<file path="src/sv/usbhps_pkg.sv">
// Package for the USB 2.0 hub port status emulator.
// Holds event codes, status and change bit masks, feature numbers and speed codes.
// No dependencies.
package usbhps_pkg;

  typedef logic [3:0]  op_t;
  typedef logic [15:0] word_t;
  typedef logic [1:0]  speed_t;

  localparam op_t OP_ATTACH        = 4'd0;
  localparam op_t OP_DETACH        = 4'd1;
  localparam op_t OP_SET_PORT_FEAT = 4'd2;
  localparam op_t OP_CLR_PORT_FEAT = 4'd3;
  localparam op_t OP_GET_PORT_STAT = 4'd4;
  localparam op_t OP_GET_HUB_STAT  = 4'd5;
  localparam op_t OP_SET_HUB_FEAT  = 4'd6;
  localparam op_t OP_CLR_HUB_FEAT  = 4'd7;
  localparam op_t OP_INT_DONE      = 4'd8;

  localparam word_t ST_CONNECTION = 16'h0001;
  localparam word_t ST_ENABLE     = 16'h0002;
  localparam word_t ST_POWER      = 16'h0100;
  localparam word_t ST_LOW_SPEED  = 16'h0200;
  localparam word_t ST_HIGH_SPEED = 16'h0400;
  localparam word_t CH_CONNECTION = 16'h0001;
  localparam word_t CH_RESET      = 16'h0010;

  localparam word_t FEAT_PORT_RESET    = 16'd4;
  localparam word_t FEAT_PORT_POWER    = 16'd8;
  localparam word_t FEAT_C_CONNECTION  = 16'd16;
  localparam word_t FEAT_C_RESET       = 16'd20;
  localparam word_t FEAT_HUB_MAX       = 16'd1;

  localparam speed_t SPEED_FULL = 2'd0;
  localparam speed_t SPEED_HIGH = 2'd1;
  localparam speed_t SPEED_LOW  = 2'd2;

  localparam logic [1:0] OUTCOME_RESUBMIT = 2'd2;

  function automatic logic port_feature_known(input word_t f);
    port_feature_known = (f <= 16'd4) || (f == 16'd8) || (f == 16'd9) ||
                         ((f >= 16'd16) && (f <= 16'd22));
  endfunction

endpackage

</file>
<file path="src/sv/usb_hub_port_status_emulator.sv">
// Top level of the USB 2.0 hub port status emulator.
// Keeps per-port status and change words and the report-pending flag.
// Depends on usbhps_pkg.
//
// Usage:
//   An item (op, port_number, feature_selector, transfer_outcome) is taken at a
//   rising edge with start high and busy low. busy is held low: one item may
//   enter in every cycle.
//   The item is captured in an input register; the following cycle evaluates it
//   against the port tables and loads the result register. done is loaded with
//   it and is high for one cycle together with accepted, status_word,
//   change_word, change_bitmap and send_interrupt.
//   Throughput is one item per cycle; the port tables sit in flip-flops, and
//   the one decode-and-update pass between input and result register sets it.
//   The receiver cannot hold results off; every result is shown exactly once.
//   cfg_we with cfg_data writes device_speed; write only while no item is in
//   flight.
//   Reset clears all port words and the pending flag and sets device_speed to
//   high speed.
module usb_hub_port_status_emulator #(
  parameter int NUM_PORTS = 6
) (
  input  logic                  clk,
  input  logic                  rst,
  input  logic                  start,
  output logic                  busy,
  input  usbhps_pkg::op_t       op,
  input  logic [15:0]           port_number,
  input  logic [15:0]           feature_selector,
  input  logic [1:0]            transfer_outcome,
  input  logic                  cfg_we,
  input  usbhps_pkg::speed_t    cfg_data,
  output logic                  done,
  output logic                  accepted,
  output logic [15:0]           status_word,
  output logic [15:0]           change_word,
  output logic [7:0]            change_bitmap,
  output logic                  send_interrupt
);
  import usbhps_pkg::*;

  localparam int IDX_W = (NUM_PORTS > 1) ? $clog2(NUM_PORTS) : 1;

  speed_t      device_speed;
  logic        item_valid;
  op_t         op_q;
  logic [15:0] port_q;
  word_t       feat_q;
  logic [1:0]  outcome_q;
  word_t       port_status [NUM_PORTS];
  word_t       port_change [NUM_PORTS];
  word_t       port_status_next [NUM_PORTS];
  word_t       port_change_next [NUM_PORTS];
  logic        report_pending;
  logic        report_pending_next;

  logic             port_ok;
  logic [IDX_W-1:0] idx;
  word_t            st_sel;
  word_t            ch_sel;
  word_t            st_new;
  word_t            ch_new;
  logic             wr;
  logic             acc;
  logic             show;
  logic             chg_event;
  logic             int_done;
  logic             send;
  logic [7:0]       bitmap_next;
  logic [15:0]      port_m1;

  assign busy = 1'b0;

  assign port_ok = (port_q >= 16'd1) && (port_q <= 16'(NUM_PORTS));
  assign port_m1 = port_q - 16'd1;
  assign idx     = port_ok ? port_m1[IDX_W-1:0] : '0;
  assign st_sel  = port_status[idx];
  assign ch_sel  = port_change[idx];

  always_comb begin
    acc       = 1'b0;
    show      = 1'b0;
    wr        = 1'b0;
    chg_event = 1'b0;
    int_done  = 1'b0;
    st_new    = st_sel;
    ch_new    = ch_sel;
    unique case (op_q)
      OP_ATTACH: begin
        if (port_ok) begin
          st_new = st_sel | ST_CONNECTION | ST_ENABLE;
          if (device_speed == SPEED_HIGH) begin
            st_new = st_new | ST_HIGH_SPEED;
          end else if (device_speed == SPEED_LOW) begin
            st_new = st_new | ST_LOW_SPEED;
          end
          ch_new    = ch_sel | CH_CONNECTION;
          wr        = 1'b1;
          chg_event = 1'b1;
          acc       = 1'b1;
          show      = 1'b1;
        end
      end
      OP_DETACH: begin
        if (port_ok) begin
          st_new    = st_sel & ~(ST_CONNECTION | ST_ENABLE | ST_HIGH_SPEED | ST_LOW_SPEED);
          ch_new    = ch_sel | CH_CONNECTION;
          wr        = 1'b1;
          chg_event = 1'b1;
          acc       = 1'b1;
          show      = 1'b1;
        end
      end
      OP_SET_PORT_FEAT: begin
        if (port_ok && port_feature_known(feat_q)) begin
          if (feat_q == FEAT_PORT_RESET) begin
            ch_new    = ch_sel | CH_RESET;
            chg_event = 1'b1;
          end else if (feat_q == FEAT_PORT_POWER) begin
            st_new = st_sel | ST_POWER;
          end
          wr   = 1'b1;
          acc  = 1'b1;
          show = 1'b1;
        end
      end
      OP_CLR_PORT_FEAT: begin
        if (port_ok && port_feature_known(feat_q)) begin
          if (feat_q == FEAT_C_CONNECTION) begin
            ch_new = ch_sel & ~CH_CONNECTION;
          end else if (feat_q == FEAT_C_RESET) begin
            ch_new = ch_sel & ~CH_RESET;
          end
          wr   = 1'b1;
          acc  = 1'b1;
          show = 1'b1;
        end
      end
      OP_GET_PORT_STAT: begin
        if (port_ok) begin
          acc  = 1'b1;
          show = 1'b1;
        end
      end
      OP_GET_HUB_STAT: begin
        acc = 1'b1;
      end
      OP_SET_HUB_FEAT, OP_CLR_HUB_FEAT: begin
        acc = (feat_q <= FEAT_HUB_MAX);
      end
      OP_INT_DONE: begin
        acc      = 1'b1;
        int_done = 1'b1;
      end
      default: begin
        acc = 1'b0;
      end
    endcase
  end

  always_comb begin
    bitmap_next = '0;
    for (int i = 0; i < NUM_PORTS; i++) begin
      if (item_valid && wr && (idx == IDX_W'(i))) begin
        port_status_next[i] = st_new;
        port_change_next[i] = ch_new;
      end else begin
        port_status_next[i] = port_status[i];
        port_change_next[i] = port_change[i];
      end
      bitmap_next[3'(i + 1)] = (port_change_next[i] != '0);
    end
  end

  always_comb begin
    report_pending_next = report_pending;
    send                = 1'b0;
    if (item_valid && chg_event) begin
      if (bitmap_next != '0) begin
        send                = !report_pending;
        report_pending_next = 1'b1;
      end else begin
        report_pending_next = 1'b0;
      end
    end else if (item_valid && int_done) begin
      report_pending_next = (outcome_q >= OUTCOME_RESUBMIT);
    end
  end

  always_ff @(posedge clk) begin
    if (rst) begin
      item_valid     <= 1'b0;
      done           <= 1'b0;
      report_pending <= 1'b0;
      device_speed   <= SPEED_HIGH;
      for (int i = 0; i < NUM_PORTS; i++) begin
        port_status[i] <= '0;
        port_change[i] <= '0;
      end
    end else begin
      item_valid     <= start && !busy;
      done           <= item_valid;
      report_pending <= report_pending_next;
      if (cfg_we) begin
        device_speed <= cfg_data;
      end
      for (int i = 0; i < NUM_PORTS; i++) begin
        port_status[i] <= port_status_next[i];
        port_change[i] <= port_change_next[i];
      end
    end
  end

  always_ff @(posedge clk) begin
    op_q           <= op;
    port_q         <= port_number;
    feat_q         <= feature_selector;
    outcome_q      <= transfer_outcome;
    accepted       <= acc;
    status_word    <= show ? st_new : '0;
    change_word    <= show ? ch_new : '0;
    change_bitmap  <= bitmap_next;
    send_interrupt <= item_valid && send;
  end

endmodule
</file>
<file path="config.mk">
export PLATFORM = sky130hd
export DESIGN_NAME = usb_hub_port_status_emulator
export DESIGN_NICKNAME = d
export VERILOG_FILES = /design/src/sv/usbhps_pkg.sv /design/src/sv/usb_hub_port_status_emulator.sv
export SDC_FILE = /design/constraint.sdc
export NUM_CORES = 1
export LEC_CHECK = 0
export BUFFER_PORTS_ARGS = -buffer_cell sky130_fd_sc_hd__buf_2
export CAP_MARGIN = 20
export CORE_UTILIZATION = 35
export CTS_CLUSTER_SIZE = 24
export DETAILED_ROUTE_END_ITERATION = 16
export HOLD_SLACK_MARGIN = 0.12
export SYNTH_ARGS = -nofsm -noshare
export SYNTH_HDL_FRONTEND = slang
export SYNTH_SLANG_ARGS = --single-unit
</file>
<file path="constraint.sdc">
create_clock -name clk -period 15.6 [get_ports clk]
set_clock_uncertainty 0.2 [all_clocks]
set_input_delay 0 -clock clk [delete_from_list [all_inputs] [get_ports clk]]
set_output_delay 0 -clock clk [all_outputs]
set_load 0.02 [all_outputs]
</file>
Word-level counts from Yosys, hierarchy flattened
Memories as Yosys holds them, arrays and structs flattened.
Cells that the tools add are included.

storage, ports and cells
  bits of input ports = 44
  latch bits = 0
  memories kept = 2
  output and inout port bits = 44
  bits in read-only memories = 0
  logic and storage cells = 153
  register bits after elaboration = 80
  bits in writable memories = 192

cells by class
  equal/unequal tests = 26
  bitwise logic cells = 12
  $add $sub $neg = 1
  $lt $le $gt $ge = 7
  multipliers = 0
  multiplexer cells = 57
  shift operators = 0
  reductions and logical operators = 35
  div/mod/pow operators = 0

memories
  name         words  bits a word  read ports  clocked after memory_dff  wr ports  line                                text
  port_change  6      16           4           0                         6         usb_hub_port_status_emulator.sv:51  word_t port_change [NUM_PORTS];
  port_status  6      16           1           0                         6         usb_hub_port_status_emulator.sv:50  word_t port_status [NUM_PORTS];

operators with widths
  kind                                                  number
  2-to-1 mux 16 bit                                     24
  nonzero test 16 bit                                   3
  2-to-1 mux 11 bit                                     3
  one-hot mux 11 bit (3 select lines)                   1
  == test 16 x 4 -> 1 bit, second input constant        2
  == test 16 x 5 -> 1 bit, second input constant        2
  <= comparator 16 x 3 -> 1 bit, second input constant  2
  2-to-1 mux 9 bit                                      3
  2-to-1 mux 5 bit                                      5
  == test 16 x 3 -> 1 bit, second input constant        1
  == test 4 x 3 -> 1 bit, second input constant         4
  >= comparator 16 x 1 -> 1 bit, second input constant  1
  >= comparator 16 x 5 -> 1 bit, second input constant  1
  <= comparator 16 x 1 -> 1 bit, second input constant  1
  <= comparator 16 x 5 -> 1 bit, second input constant  1
  one-hot mux 5 bit (3 select lines)                    1
  2-to-1 mux 1 bit                                      14
  logical AND 1 bit                                     13
  bitwise OR 1 bit                                      12
  AND reduction 2 bit                                   6
  2-to-1 mux 10 bit                                     1
  == test 4 x 2 -> 1 bit, second input constant         2
  nonzero test 8 bit                                    1
  OR reduction 2 bit                                    4
  19 further kinds                                      30

Longest topological paths before layout
Gate-level depths: netlist of the first run.

  depth after elaboration = 15
  depth in mapped cells = 14
  gate-level depth less buffers = 9

Least setup slack after synthesis of the first run
No wires, ideal clock.

  path type = register to register
  start = reg port_q[0]
  end = mem port_change[4][0] (netlist bit), enable pin
  period minus slack after synthesis = 5.136 ns
  data required time = 14.934 ns
  buffers on the path = 3
  data arrival time = 4.470 ns
  setup time = 0.466 ns
  cell stages (with the launch flop) = 11
  setup slack = 10.464 ns
  cells stage by stage = dfxtp_1 -> buf_2 -> inv_1 -> clkbuf_1 -> clkbuf_1 -> ha_1 -> a2bb2oi_1 -> nand2_2 -> nor2_2 -> nand3_1 -> o21ai_0

RTL lines
  item                      line                                 text
  start: declaration        usb_hub_port_status_emulator.sv:47   logic [15:0] port_q;
  start signal: assignment  usb_hub_port_status_emulator.sv:216  port_q <= port_number;
  end: declaration          usb_hub_port_status_emulator.sv:51

==> out/metrics.yaml, run 1 <==
run_status:
  result_of_the_run: "completed"
worst_setup_path:
  critical_path_peak_fanout: 56
  worstPathCellList: "buf_4 -> inv_1 -> ha_4 -> a2bb2oi_1 -> nand2_2 -> buf_4 -> nor2_2 -> a2111oi_0 -> o31ai_2 -> nor2_1"
  critPathKind: "flop to flop"
  worst_ep_arrival_time_ns: 5.17
  critPathSlowestCell: "sky130_fd_sc_hd__nor2_2"
  required_ns: 15.66
  timing.critical_path.to_type: "flop"
  crit_path_start_kind: "flop"
  largest_stage_delay_on_the_critical_path_ns: 0.72
  cp_common_cell: "sky130_fd_sc_hd__buf_4"
place:
  gpl.final_weighted_congestion: 0.797
  post-dp-hpwl_um: 16100
  place.port_buffers: 80
routing:
  route.antenna.remaining_nets: 0
  detail_route.wl_per_cell_um: 18.7
  routed_wl_um: 29200
  detail_route.vias_per_cell: 5.21
  drt-pass1-iter-count: 5
  initial_detailed_routing_violation_count: 708
  route.vias.total: 8131
  post-route-drc-count: 0
power:
  p_sw_mw: 0.348
  power_leakage_nw: 5.05
  powerDensity_nw_per_um2: 115
  p_int_mw: 1.23
  vdd_drop_max_v: 0.0000815
  share_clk_of_total_power_pct: 44.6
  seqPwrFrac_pct: 49.2
  p_comb_share_pct: 6.2
  share_of_total_power_consumed_by_net_switching_pct: 22.1
synth:
  number_of_enable_flip_flop_cells_after_synthesis: 144
  fraction_of_registers_with_async_set_reset_pct: 0
  synthesis.area_um2: 11100
  postSynthAreaPerCell_um2: 11.2
  ys_warn_count: 0
  post_synth_inst_count: 996
  ys_ff_latch: 271
  synth.distinct_cells: 70
  synth.yosys.seq_area_share_pct: 61.8
  dominantRegCellSynth: "sky130_fd_sc_hd__edfxtp_1"
cts:
  post_cts_buffers: 0
  tritoncts: "done"
  h-tree-depth: 1
  ctsRootBufferMaster: "sky130_fd_sc_hd__clkbuf_16"
  cts-root-to-sink-buffers: 3
  later_pin_clock_latency_in_the_skew_report_ns: 0.55
  cts.sink_count: 271
  cts_repair_resize_count: 0
  cts_bufs_inserted: 29
  cts.reportedPaths.clkPinSlew_ns: 0.06
final_layout:
  mostFrequentLayoutCells: "212 x sky130_fd_sc_hd__nor2_1, 144 x sky130_fd_sc_hd__edfxtp_1, 126 x sky130_fd_sc_hd__dfxtp_1"
  area_delta_synth_final_pct: 23.1
  antenna_cells_inserted: 0
  post_route_cells_drive_above_1_share_pct: 16.1
  mostFrequentLayoutCell: "sky130_fd_sc_hd__nor2_1"
  finish.net_count: 1189
floorplan:
  floorplan.die.height_um: 180
  core_um2: 30900
  initial_util_pct: 36.0
  design.die.area_um2: 32500
  die-width_um: 180
  floorplan.io_pins: 88
  row_count: 64
grt:
  antenna_violations_before_repair: 0
  grt_overflow_total: 0
  grt_first_pass_wirelength_um: 46300
  largest_net_degree_at_the_start_of_global_routing: 60
  grtUsageTotal_pct: 17.9
  first_global_vias: 8293
sta:
  sum_neg_setup_slack_ns: 0
  finalMaxSlewViolations: 0
  grt_setup_unrepaired: "no"
  setup_viol_count_final: 0
  worst_pin_slew_ns: 1.03
  final.min_clock_period_ns: 5.11
  worst_hold_slack_ns: 0.227
  achievable-frequency_mhz: 196
  report.final.hold_viol_count: 0
  max_slew_margin_pct: 30.0
  min_period_over_period_pct: 32.7
hold_path:
  worstHoldPathType: "flop to flop"
run:
  max_cap_viol_count: 0
-- final timing paths --
check | slack [ns] | end | startpoint | cells after the start
worst min-delay path | 0.23 | send_interrupt | report_pending | 1
worst min register to register | 0.23 | send_interrupt | report_pending | 1
worst max register to register | 10.49 | port_status[1][0] | port_q[0] | 10
worst max-delay path | 10.49 | port_status[1][0] | port_q[0] | 10
-- Yosys cell counts, drive strengths merged, types with 2 or more instances --
cell     instances  area share [%]
o31ai            5            0.43
ha               3            0.34
or4              6            0.41
o221a            2            0.20
o32a            14             1.3
a32o             2            0.18
mux2i           58             5.2
a2111oi          3            0.24
a211oi           4            0.27
a21oi           33             1.5
nand4            6            0.47
nor3b            3            0.20
o311ai          14             1.2
nor2b           57             3.2
edfxtp         144              39
o21ai           47             2.1
a31oi           14            0.79
clkbuf          28            0.95
a221oi           3            0.24
nor2           225             7.9
or3              8            0.45
and2             2            0.11
nor4            21             1.6
nor3            38             1.8
inv             22            0.74
nand3            8            0.36
nand2           15            0.55
nor4b            2            0.16
dfxtp          127              23
nand2b           8            0.45
buf             41             2.0
o221ai           2            0.21
mux2             7            0.71
or2              3            0.17
-- what timing repair did --
item	4_1_cts	5_1_grt
hold endpoints to repair	90	0
hold buffers	87	0
setup endpoints to repair	0	0
-- state kept, by name (all words and copies together), names as in the netlist, 2 cells and up --
signal	flops
port_change	96
port_status	96
change_word	16
feat_q	16
port_q	16
status_word	16
op_q	4
change_bitmap	3
device_speed	2
-- through the flow --
| stage | power (mW) | area [µm²] | cells | utilization, % | setup slack [ns] |
|---|---|---|---|---|---|
| floorplan | 0.845 | 11100 | 1001 | - | 10.46 |
| global placement | 0.869 | 11800 | 1419 | 38.3 | 10.52 |
| detailed placement | 0.871 | 11800 | 1420 | 38.3 | 10.56 |
| CTS | 1.59 | 13700 | 1561 | 44.3 | 10.53 |
| global route | 1.63 | 13700 | 1561 | 44.3 | 10.23 |
| finish | 1.58 | 13700 | 1561 | 44.3 | 10.49 |
-- worst max-delay path, delay by kind of cell, from the launching register on --
kind	cells	cell delay, ns
AOI/OAI and AO/OA	3	1.25
and+or+nand+nor	3	1.22
buffers and inverters	3	1.44
DFF	1	0.31
adders and majority gates	1	0.33
-- layout make-up --
cell class              instances  area [µm²]
clock buffers                  37         786
clock inverters                17         194
fillers                      2866       17200
inverters                      22        82.6
multi-input cells             639        3910
flip-flops and latches        271        6870
well taps                     396         495
repair buffers                179        1360
-- cells by family after synthesis --
| logic type | after synthesis | share of synthesized area [%] |
|---|---|---|
| adders and majority gates | 3 | 0.338 |
| and+or+nand+nor | 406 | 18.1 |
| AOI/OAI and AO/OA | 156 | 9.72 |
| DFF | 271 | 61.8 |
| xor gates and xnor gates | 2 | 0.293 |
| buffers and inverters | 91 | 3.65 |
| muxes | 66 | 6.13 |
| other | 1 | 0.0337 |
-- power by group through the flow --
| stage | Combinational, mW | Clock (mW) | Sequential, mW |
|---|---|---|---|
| 5_1_grt | 0.106 | 0.747 | 0.778 |
| 4_1_cts | 0.0962 | 0.718 | 0.776 |
| 3_3_place_gp | 0.0782 | 0 | 0.791 |
| 2_1_floorplan | 0.0555 | 0 | 0.789 |
| 3_5_place_dp | 0.0789 | 0 | 0.792 |
| 6_report | 0.0979 | 0.704 | 0.776 |
-- per-layer routing --
layer,part of all wire (%),GRT usage (%),vias up
li1,-,-,3863
met1,43,23.4,3980
met2,49,31.1,253
met3,6.0,2.61,35
met4,1.6,4.38,0
met5,0,0,-
Power figures use the tool's default switching activity.
==> run 2, diff against run 1 <==
--- a/config.mk
+++ b/config.mk
@@ -5,6 +5,7 @@
 export SDC_FILE = /design/constraint.sdc
 export NUM_CORES = 1
 export LEC_CHECK = 0
+export ABC_AREA = 1
 export BUFFER_PORTS_ARGS = -buffer_cell sky130_fd_sc_hd__buf_2
 export CAP_MARGIN = 20
 export CORE_UTILIZATION = 35
==> constraint.sdc (replaced) <==
create_clock -name clk -period 5.17 [get_ports clk]
set_clock_uncertainty 0.2 [all_clocks]
set_input_delay 0 -clock clk [delete_from_list [all_inputs] [get_ports clk]]
set_output_delay 0 -clock clk [all_outputs]
set_load 0.02 [all_outputs]
==> run 2 against run 1 <==
Fmax grew 27%. Register-to-register slack got worse by 9.3 ns. Clock power grew to 3.0 times the previous value. Design area is 3.9% lower. Combinational power increased by 72%. Synthesized area decreased by 5.3%. Setup slack worse by 9.3 ns. Wire length fell by 6.9%. Critical path depth rose by 2. Via count is 2.5% lower. Global-route usage is 0.093 points higher.
==> out/metrics.yaml, run 2 <==
run_status:
  result_of_the_run: "completed"
grt:
  largest_net_degree_at_the_start_of_global_routing: 54
  grt_first_pass_wirelength_um: 43100
  grt_overflow_total: 0
  antenna_violations_before_repair: 0
  grtUsageTotal_pct: 18.0
  first_global_vias: 7865
synth:
  synthesis.area_um2: 10500
  synth-compound-area-share_pct: 6.03
  yosys.area.top_type_share_pct: 41.1
  synth-simple-area-share_pct: 22.2
  ys_ff_latch: 271
  yosys-mux-area-fraction_pct: 0
  synth.distinct_cells: 44
  post_synth_main_area_contributors: "sky130_fd_sc_hd__edfxtp_1 41%, sky130_fd_sc_hd__dfxtp_1 24%, sky130_fd_sc_hd__nor2_1 9.2%"
  synth_top_family_by_area: "simple AND/OR/NAND/NOR gates"
  synth_adder_area_share_pct: 0.357
  post-synth-top-area-cell: "sky130_fd_sc_hd__edfxtp_1"
  most_frequent_cells_after_synthesis: "259 x sky130_fd_sc_hd__nor2_1, 195 x sky130_fd_sc_hd__nand2_1, 144 x sky130_fd_sc_hd__edfxtp_1"
  ys_warn_count: 0
  post_synth_inst_count: 1065
  yosys.area_share.xor_xnor_pct: 0.0832
  postSynthAreaPerCell_um2: 9.88
  fraction_of_registers_with_async_set_reset_pct: 0
  number_of_enable_flip_flop_cells_after_synthesis: 144
  synthMostInstantiatedCell: "sky130_fd_sc_hd__nor2_1"
  dominantRegCellSynth: "sky130_fd_sc_hd__edfxtp_1"
  synth.yosys.seq_area_share_pct: 65.2
cts:
  post_cts_buffers: 0
  ctsRootBufferMaster: "sky130_fd_sc_hd__clkbuf_16"
  tritoncts: "done"
  cts.sink_count: 271
  cts-root-to-sink-buffers: 3
  h-tree-depth: 1
  later_pin_clock_latency_in_the_skew_report_ns: 0.54
  cts_repair_resize_count: 0
  cts.reportedPaths.clkPinSlew_ns: 0.06
  cts_bufs_inserted: 30
sta:
  grt_setup_unrepaired: "no"
  report.final.hold_viol_count: 0
  sum_neg_setup_slack_ns: 0
  worst_pin_slew_ns: 1.02
  max_slew_margin_pct: 32.1
  final.min_clock_period_ns: 4.01
  setup_viol_count_final: 0
  min_period_over_period_pct: 77.5
  finalMaxSlewViolations: 0
  achievable-frequency_mhz: 249
worst_setup_path:
  timing.critical_path.to: "port_change[5][8]"
  reg2reg_setup_slack_ns: 1.16
  r2r_end: "port_change[5][8]"
  worst_r2r_path_depth: 12
  worst_ep_arrival_time_ns: 4.00
  crit_path_start_kind: "flop"
  rr_startpoint: "port_q[0]"
  crit_path_start: "port_q[0]"
  critical_path_peak_fanout: 34
  timing.critical_path.to_type: "flop"
  required_ns: 5.16
  critPathKind: "flop to flop"
final_layout:
  mostFrequentLayoutCells: "259 x sky130_fd_sc_hd__nor2_1, 195 x sky130_fd_sc_hd__nand2_1, 144 x sky130_fd_sc_hd__edfxtp_1"
  antenna_cells_inserted: 0
  area_delta_synth_final_pct: 25.0
  reg_top3: "port_change: 96 flops, port_status: 96 flops"
  mostFrequentLayoutCell: "sky130_fd_sc_hd__nor2_1"
  post_route_cells_drive_above_1_share_pct: 14.8
  finish.net_count: 1276
  count_of_non_filler_cells_in_the_finished_layout: 1643
routing:
  drt-pass1-iter-count: 5
  routed_wl_um: 27100
  detail_route.vias_per_cell: 4.83
  post-route-drc-count: 0
  route.vias.total: 7930
  route.antenna.remaining_nets: 0
  detail_route.wl_per_cell_um: 16.5
  initial_detailed_routing_violation_count: 595
place:
  post-dp-hpwl_um: 15100
  gpl.final_weighted_congestion: 0.815
  place.port_buffers: 80
  dpl.cell_count: 1499
floorplan:
  design.die.area_um2: 30800
  die-width_um: 175
  floorplan.io_pins: 88
  core_um2: 29600
  row_count: 63
  floorplan.die.height_um: 175
  initial_util_pct: 35.5
power:
  vdd_drop_max_v: 0.000248
  powerDensity_nw_per_um2: 352
  power_leakage_nw: 5.11
hold_path:
  worstHoldPathType: "flop to flop"
run:
  max_cap_viol_count: 0
## run 2: area by class of cell
type	instances	area [µm²]
clock buffer	50	947
inverter	95	357
tap	390	488
timing repair buffer	181	1380
fill	2803	16500
clock inverter	6	60.1
multi-input combinational	650	3060
sequential	271	6870
## run 2: critical path: stages, from the launching register on
cell                      delay (ns)
sky130_fd_sc_hd__dfxtp_1        0.34
sky130_fd_sc_hd__buf_4          0.44
sky130_fd_sc_hd__ha_1           0.24
sky130_fd_sc_hd__inv_1          0.04
sky130_fd_sc_hd__nand2_1        0.05
sky130_fd_sc_hd__nand2_1        0.04
sky130_fd_sc_hd__nand2_1        0.13
sky130_fd_sc_hd__nand4_1        0.28
sky130_fd_sc_hd__nor2_1         0.17
sky130_fd_sc_hd__buf_4          0.31
sky130_fd_sc_hd__inv_1          0.39
sky130_fd_sc_hd__o31ai_4        0.50
sky130_fd_sc_hd__buf_4          0.48
## run 2: worst min-delay path by stage
stage | slack, ns | cells after the start | endpoint | from
finish | 0.21 | 1 | send_interrupt | report_pending
global route | 0.22 | 1 | send_interrupt | report_pending
CTS | 0.21 | 1 | send_interrupt | report_pending
detailed placement | -0.1 | 1 | feat_q[12] | feature_selector[12]
global placement | -0.1 | 1 | feat_q[11] | feature_selector[11]
floorplan | -0.17 | 0 | feat_q[0] | feature_selector[0]
## run 2: cells by family after synthesis
group / after synthesis
AOI/OAI and AO/OA: 95
xor gates and xnor gates: 1
adders and majority gates: 3
buffers and inverters: 149
DFF: 271
other: 1
and+or+nand+nor: 545
## run 2: where the power goes
| part | leakage (nW) | switching (mW) | total [mW] | internal (mW) |
|---|---|---|---|---|
| clock network | 0.499 | 0.840 | 2.13 | 1.29 |
| registers | 2.52 | 0.0188 | 2.34 | 2.32 |
| logic | 2.09 | 0.0942 | 0.168 | 0.0741 |
| total | 5.11 | 0.953 | 4.63 | 3.68 |
## run 2: what timing repair did
item                                    CTS  global route
hold buffers                             87             0
endpoints found under the setup margin    0             0
hold endpoints to repair                 89             0
## run 2: per-layer routing
layer	track usage (%)	share of wire, %	wire [µm]	vias to the layer above
met1	24.6	46	12400	3831
met5	0	0	0	-
met4	4.31	1.6	422	0
met3	2.88	5.5	1500	37
met2	29.8	47	12800	230
li1	-	-	-	3832
## run 2: metrics by stage
| stage | area (µm²) | setup WS, ns | utilization (%) | hold slack [ns] | total power, mW |
|---|---|---|---|---|---|
| finish | 13200 | 1.16 | 44.4 | 0.215 | 4.63 |
| global route | 13200 | 0.891 | 44.4 | 0.222 | 4.78 |
| CTS | 13200 | 1.17 | 44.4 | 0.213 | 4.67 |
| detailed placement | 11300 | 1.21 | 38.0 | -0.0962 | 2.49 |
| global placement | 11300 | 1.23 | 38.0 | -0.0962 | 2.49 |
| floorplan | 10500 | 0.257 | - | -0.172 | 2.45 |
